`src/sv/bpc_pkg.sv`:
```
// ----------------------------------------------------------------------------
// bpc_pkg
// Shared widths, register indexes and constants for pressure compensation.
// ----------------------------------------------------------------------------
package bpc_pkg;

  localparam int DW = 32;   // datapath width, every intermediate wraps here
  localparam int UPW = 19;  // raw pressure after the oversampling shift

  localparam logic [2:0] REG_AC1_AC2 = 3'd0;
  localparam logic [2:0] REG_AC3_AC4 = 3'd1;
  localparam logic [2:0] REG_AC5_AC6 = 3'd2;
  localparam logic [2:0] REG_B1_B2   = 3'd3;
  localparam logic [2:0] REG_MC_MD   = 3'd4;
  localparam logic [2:0] REG_OSS     = 3'd5;

  localparam logic signed [31:0] B5_OFFSET  = 32'sd4000;
  localparam logic [31:0]        P_SCALE    = 32'd50000;
  localparam logic signed [31:0] P_COEF_A   = 32'sd3038;
  localparam logic signed [31:0] P_COEF_B   = -32'sd7357;
  localparam logic signed [31:0] P_COEF_C   = 32'sd3791;
  localparam logic signed [31:0] AC4_OFFSET = 32'sd32768;
  localparam int                 MC_SHIFT   = 11;
  localparam logic [19:0]        P_MAX      = 20'hFFFFF;

endpackage

```
`src/sv/bpc_div.sv`:
```
// ----------------------------------------------------------------------------
// bpc_div
// Pipelined restoring divider, one quotient bit per stage, with sideband.
// ----------------------------------------------------------------------------
module bpc_div
  import bpc_pkg::*;
#(
  parameter int W  = DW,
  parameter int SW = 1
) (
  input  logic          clk,
  input  logic          rst_n,
  input  logic          en,
  input  logic          in_valid,
  input  logic [W-1:0]  num,
  input  logic [W-1:0]  den,
  input  logic [SW-1:0] side_in,
  output logic          out_valid,
  output logic [W-1:0]  quot,
  output logic [SW-1:0] side_out
);

  logic [W-1:0]  rem_w  [W+1];
  logic [W-1:0]  nq_w   [W+1];
  logic [W-1:0]  den_w  [W+1];
  logic [SW-1:0] side_w [W+1];
  logic          v_w    [W+1];

  assign rem_w[0]  = '0;
  assign nq_w[0]   = num;
  assign den_w[0]  = den;
  assign side_w[0] = side_in;
  assign v_w[0]    = in_valid;

  for (genvar k = 0; k < W; k++) begin : g_st
    logic [W:0]    trial;
    logic          ge;
    logic [W-1:0]  rem_r, nq_r, den_r;
    logic [SW-1:0] side_r;
    logic          v_r;

    // shift the next dividend bit into the partial remainder
    assign trial = {rem_w[k], nq_w[k][W-1]};
    assign ge    = (trial >= {1'b0, den_w[k]});

    always_ff @(posedge clk) begin
      if (!rst_n) begin
        v_r <= 1'b0;
      end else if (en) begin
        v_r <= v_w[k];
      end
    end

    always_ff @(posedge clk) begin
      if (en) begin
        rem_r  <= ge ? W'(trial - {1'b0, den_w[k]}) : trial[W-1:0];
        nq_r   <= {nq_w[k][W-2:0], ge};
        den_r  <= den_w[k];
        side_r <= side_w[k];
      end
    end

    assign rem_w[k+1]  = rem_r;
    assign nq_w[k+1]   = nq_r;
    assign den_w[k+1]  = den_r;
    assign side_w[k+1] = side_r;
    assign v_w[k+1]    = v_r;
  end

  assign out_valid = v_w[W];
  assign quot      = nq_w[W];
  assign side_out  = side_w[W];

endmodule

```
`config.mk`:
```
export PLATFORM = sky130hd
export DESIGN_NAME = bpc_div
export DESIGN_NICKNAME = d
export VERILOG_FILES = /design/src/sv/bpc_pkg.sv /design/src/sv/bpc_div.sv
export SDC_FILE = /design/constraint.sdc
export NUM_CORES = 2
export LEC_CHECK = 0
export BUFFER_PORTS_ARGS = -buffer_cell sky130_fd_sc_hd__buf_2
export CORE_MARGIN = 3
export CORE_UTILIZATION = 60
export DETAILED_ROUTE_END_ITERATION = 7
export GPL_TIMING_DRIVEN = 0
export PLACE_DENSITY = 0.73
export SLEW_MARGIN = 10
export SYNTH_ARGS = -nofsm -noshare
export SYNTH_HDL_FRONTEND = slang
export SYNTH_SLANG_ARGS = --single-unit
```
`constraint.sdc`:
```
create_clock -name clk -period 6.2 [get_ports clk]
set_input_delay 1.24 -clock clk [delete_from_list [all_inputs] [get_ports clk]]
set_output_delay 1.24 -clock clk [all_outputs]
set_load 0.02 [all_outputs]
```
==> implementation parameters <==
Parameter                              Value

Placed design
  Hpwl dp ... about 270000 microns
  Count of input and output buffers ... 102
  Placer Congestion ... 0.947

Die
  # rows ... 186
  Core region area ... roughly 0.26 sq mm
  Vert. Die Dim ... 516 microns
  Die Area ... 0.266 sq mm
  Initial Utilization ... 60.5%
  Die Wd ... 516 microns
  Top-level port count ... 103

Setup path
  CP Data Arrival Time ... about 6600 ps
  Kind of critical path ... input port to flop
  Startpoint of the most critical register-to-register path ... g_st[28].den_r[8]
  Data required time at the worst endpoint ... 6970 ps
  Kind of cell with the highest combined delay on the critical path ... buffers and inverters
  Cell depth of the worst setup path ... 11
  Startpoint type of the worst setup path ... input port
  Delay contributed by the slowest stage of the critical path ... 590 ps
  Flop2flop setup slack ... 790 ps
  Slowest stage cell, crit path ... buf_1
  CP cell instances ... buf_12, buf_16, buf_16, buf_16, buf_16, buf_16, buf_16, clkbuf_1, buf_1, mux2i_1, nor2b_1
  Cell with the most instances on the worst path ... buf_16
  Worst R2R Path Depth ... 13
  Worst Path Max Fanout ... 166
  Reg2reg end ... g_st[29].rem_r[11]
  Endpoint type of the worst setup path ... flop
  Buffers plus inverters on the worst setup path ... 9

Global routing
  Total gr overflow ... 0
  Combined global-route utilization of all metal layers ... between 20% and 30%
  Pin count of the biggest net entering global routing ... about 180
  Antenna violations before repair ... 7
  Global-route wire length before repair ... 555000 microns
  Number of global-route vias before repair ... 97900

Detailed routing
  Number of search-and-repair iterations in the first detailed-routing pass ... 7
  Count of vias placed by the detailed router ... 100000
  Post-detailed-route DRC marker count ... 0
  Starting DRC count in detailed routing ... 9344
  Routed len/inst ... 21.6 microns
  Post-route antenna net violation count ... 0
  Via-to-Cell Ratio ... between 5 and 6
  Total length of routed wires ... 361000 microns

CTS
  Clock-pin slew on the worst setup and hold paths ... 60 ps
  Clock Path Buffers ... 4
  Clock buffer count from CTS ... 318
  CTS hold repair buffers ... 0
  Number of gates resized after CTS ... 0
  Number of sinks driven by the clock tree ... 3072
  Clock network latency to the later pin of the worst-skew pair ... about 940 ps
  Post-CTS setup repair buffer count ... 0
  TritonCTS clock tree ... yes
  CTS Root Buffer Type ... clkbuf_16
  Count of H-tree levels built during CTS ... 5

Layout
  Ratio of cells with drive above 1 in the final layout ... 8.82%
  Synth-to-layout area growth ... 10.2%
  Number of nets in the finished design ... approximately 14000

Logic synthesis
  Number of synthesized register bits ... 3072
  Sequential share of the synthesized area ... 58.9%
  Avg Inst Size Synth ... 12.3 sq um
  Dominant register cell in the synthesized netlist ... edfxtp_1
  Post-synthesis async set-or-reset flop share ... 0%
  Dominant cell by count in the synthesized netlist ... edfxtp_1
  Top cell types by occurrence after synthesis ... 3040 x edfxtp_1, 1217 x inv_1, 1022 x a21oi_1
  Post-Synthesis Cell Area ... 0.156 sq mm
  Area share of the largest cell type after synthesis ... 58.5%
  Top cells by area in the synthesized netlist ... edfxtp_1 58%, ha_1 8.0%, mux2_2 3.4%
  Number of nets in the synthesized netlist ... approximately 14000
  Instance count of the mapped netlist ... 12700
  Post-synthesis cell type with the largest combined area ... edfxtp_1
  Number of flops mapped to enable cells by yosys ... 3040
  Netlist cell types ... 85
  Synth Warn # ... 0

STA
  Worst-margin pin slew ... 1260 ps
  Slew headroom ... around 15%
  Unrepaired setup endpoints after global routing ... no
  Setup TNS ... 0 ps
  Final Max Slew Viols ... 0
  Final count of hold timing violations ... 0
  Max Freq ... 173 MHz
  Worst-case clock skew ... 69.4 ps
  Crit path time final ... 5790 ps
  Final period util ... around 93%
  Count of endpoints failing setup in the final report ... 0

Run
  # Max-Cap Violations ... 0

Run status
  Run status ... finished clean

Min path
  Worst Hold Path Cells ... 0
  Hold Crit Class ... flop to flop
  Worst hold path startpoint ... g_st[0].nq_r[0]
  Sink of the worst hold path ... g_st[1].nq_r[1]

Power
  Maximum ir drop on the vdd rail ... between 0.3 and 0.4 mV
  Total chip power ... 91.8 mW
  LEAKAGE ... 68.8 nW
  Power per unit of standard cell area ... 534 mW/mm^2
-- final cells by class --
type                       instances  area (sq um)
sequential                      3072         91900
fill                           18800         85900
multi-input combinational       8075         58400
clock buffer                     359          8140
inverter                        1218          4570
tap                             3384          4230
clock inverter                   210          2380
buffer                           292          1140
timing repair buffer             123          1080
antenna                            2          5.00
-- layout by cell type, fill, tap and decap left out, types with 30 or more instances in the layout --
cell type	instances
edfxtp_1	3040
inv_1	1217
a21oi_1	1022
ha_1	994
nand2_1	735
o21ai_0	653
nor2_1	631
a21o_1	530
xnor2_1	494
mux2_2	469
clkbuf_16	320
xor2_1	315
clkbuf_1	287
nand3_1	202
nor2b_1	192
nand4_1	160
nor3_1	134
o21bai_1	129
nand2b_1	125
buf_2	118
o21a_1	117
a31oi_1	110
and3_1	102
mux2i_1	80
a211oi_1	77
o31ai_1	76
clkinv_2	58
clkinv_1	53
o211ai_1	45
a21boi_0	44
and2_1	43
or3_1	41
or2_2	40
nor4_1	37
bufinv_16	35
dfxtp_1	32
o31a_1	31
fa_1	30
-- registers in the layout (all words and copies together) (netlist names) --
| name | flops |
|---|---|
| g_st.rem_r | 992 |
| out_valid | 1 |
| side_out | 1 |
| g_st.v_r | 31 |
| quot | 32 |
| g_st.nq_r | 992 |
| g_st.side_r | 31 |
| g_st.den_r | 992 |
-- routing by layer --
metal	part of all wire [%]	wire (microns)	global-route usage, %
met5	0.0097	35	0
met3	5.2	18800	2.86
met1	42	154000	35.9
met4	3.4	12400	8.79
met2	49	177000	45.5
-- worst register-to-register path, delay by kind of cell (launching register included) --
kind / cells / cell delay [ps]
AO/OA/AOI/OAI: 6 / 2150
buffers and inverters: 3 / 1240
AND/OR/NAND/NOR: 3 / 890
adder cells (fa/ha/maj): 1 / 350
flip-flops: 1 / 450
-- cells by family after synthesis --
logic type / after synthesis / synth area share, %
AO/OA/AOI/OAI: 3146 / 12.7
flip-flops: 3072 / 58.9
AND/OR/NAND/NOR: 2521 / 7.75
buffers and inverters: 1510 / 3.66
adder cells (fa/ha/maj): 1024 / 8.35
XOR/XNOR: 809 / 4.54
multiplexers: 575 / 4.09
-- power by group --
group	total, mW	switching [mW]	internal, mW
clock network	19.1	8.12	11.0
registers	32.7	2.98	29.7
logic	40.0	23.1	16.9
total	91.8	34.2	57.7
-- how the worst max path moves through the flow --
stage                     slack [ps]                end             start
after floorplan                 2380  g_st[9].rem_r[24]  g_st[8].rem_r[1]
after CTS                        230        g_st[1].v_r                en
after global routing              20       g_st[28].v_r                en
after global placement        -41390  g_st[10].nq_r[17]                en
final                            410        g_st[1].v_r                en
after detailed placement        -730       g_st[22].v_r                en
-- stage by stage --
stage / hold slack, ps / cell area (sq um) / setup slack, ps / util [%] / cells
floorplan: 400 / 156000 / 2380 / - / 12700
global placement: 400 / 161000 / -41390 / 62.4 / 16100
detailed placement: 405 / 161000 / -726 / 62.6 / 16200
CTS: 379 / 172000 / 234 / 66.7 / 16700
global route: 383 / 172000 / 16.1 / 66.7 / 16700
finish: 387 / 172000 / 410 / 66.7 / 16700
No activity file was read; power rests on OpenSTA's default activity.
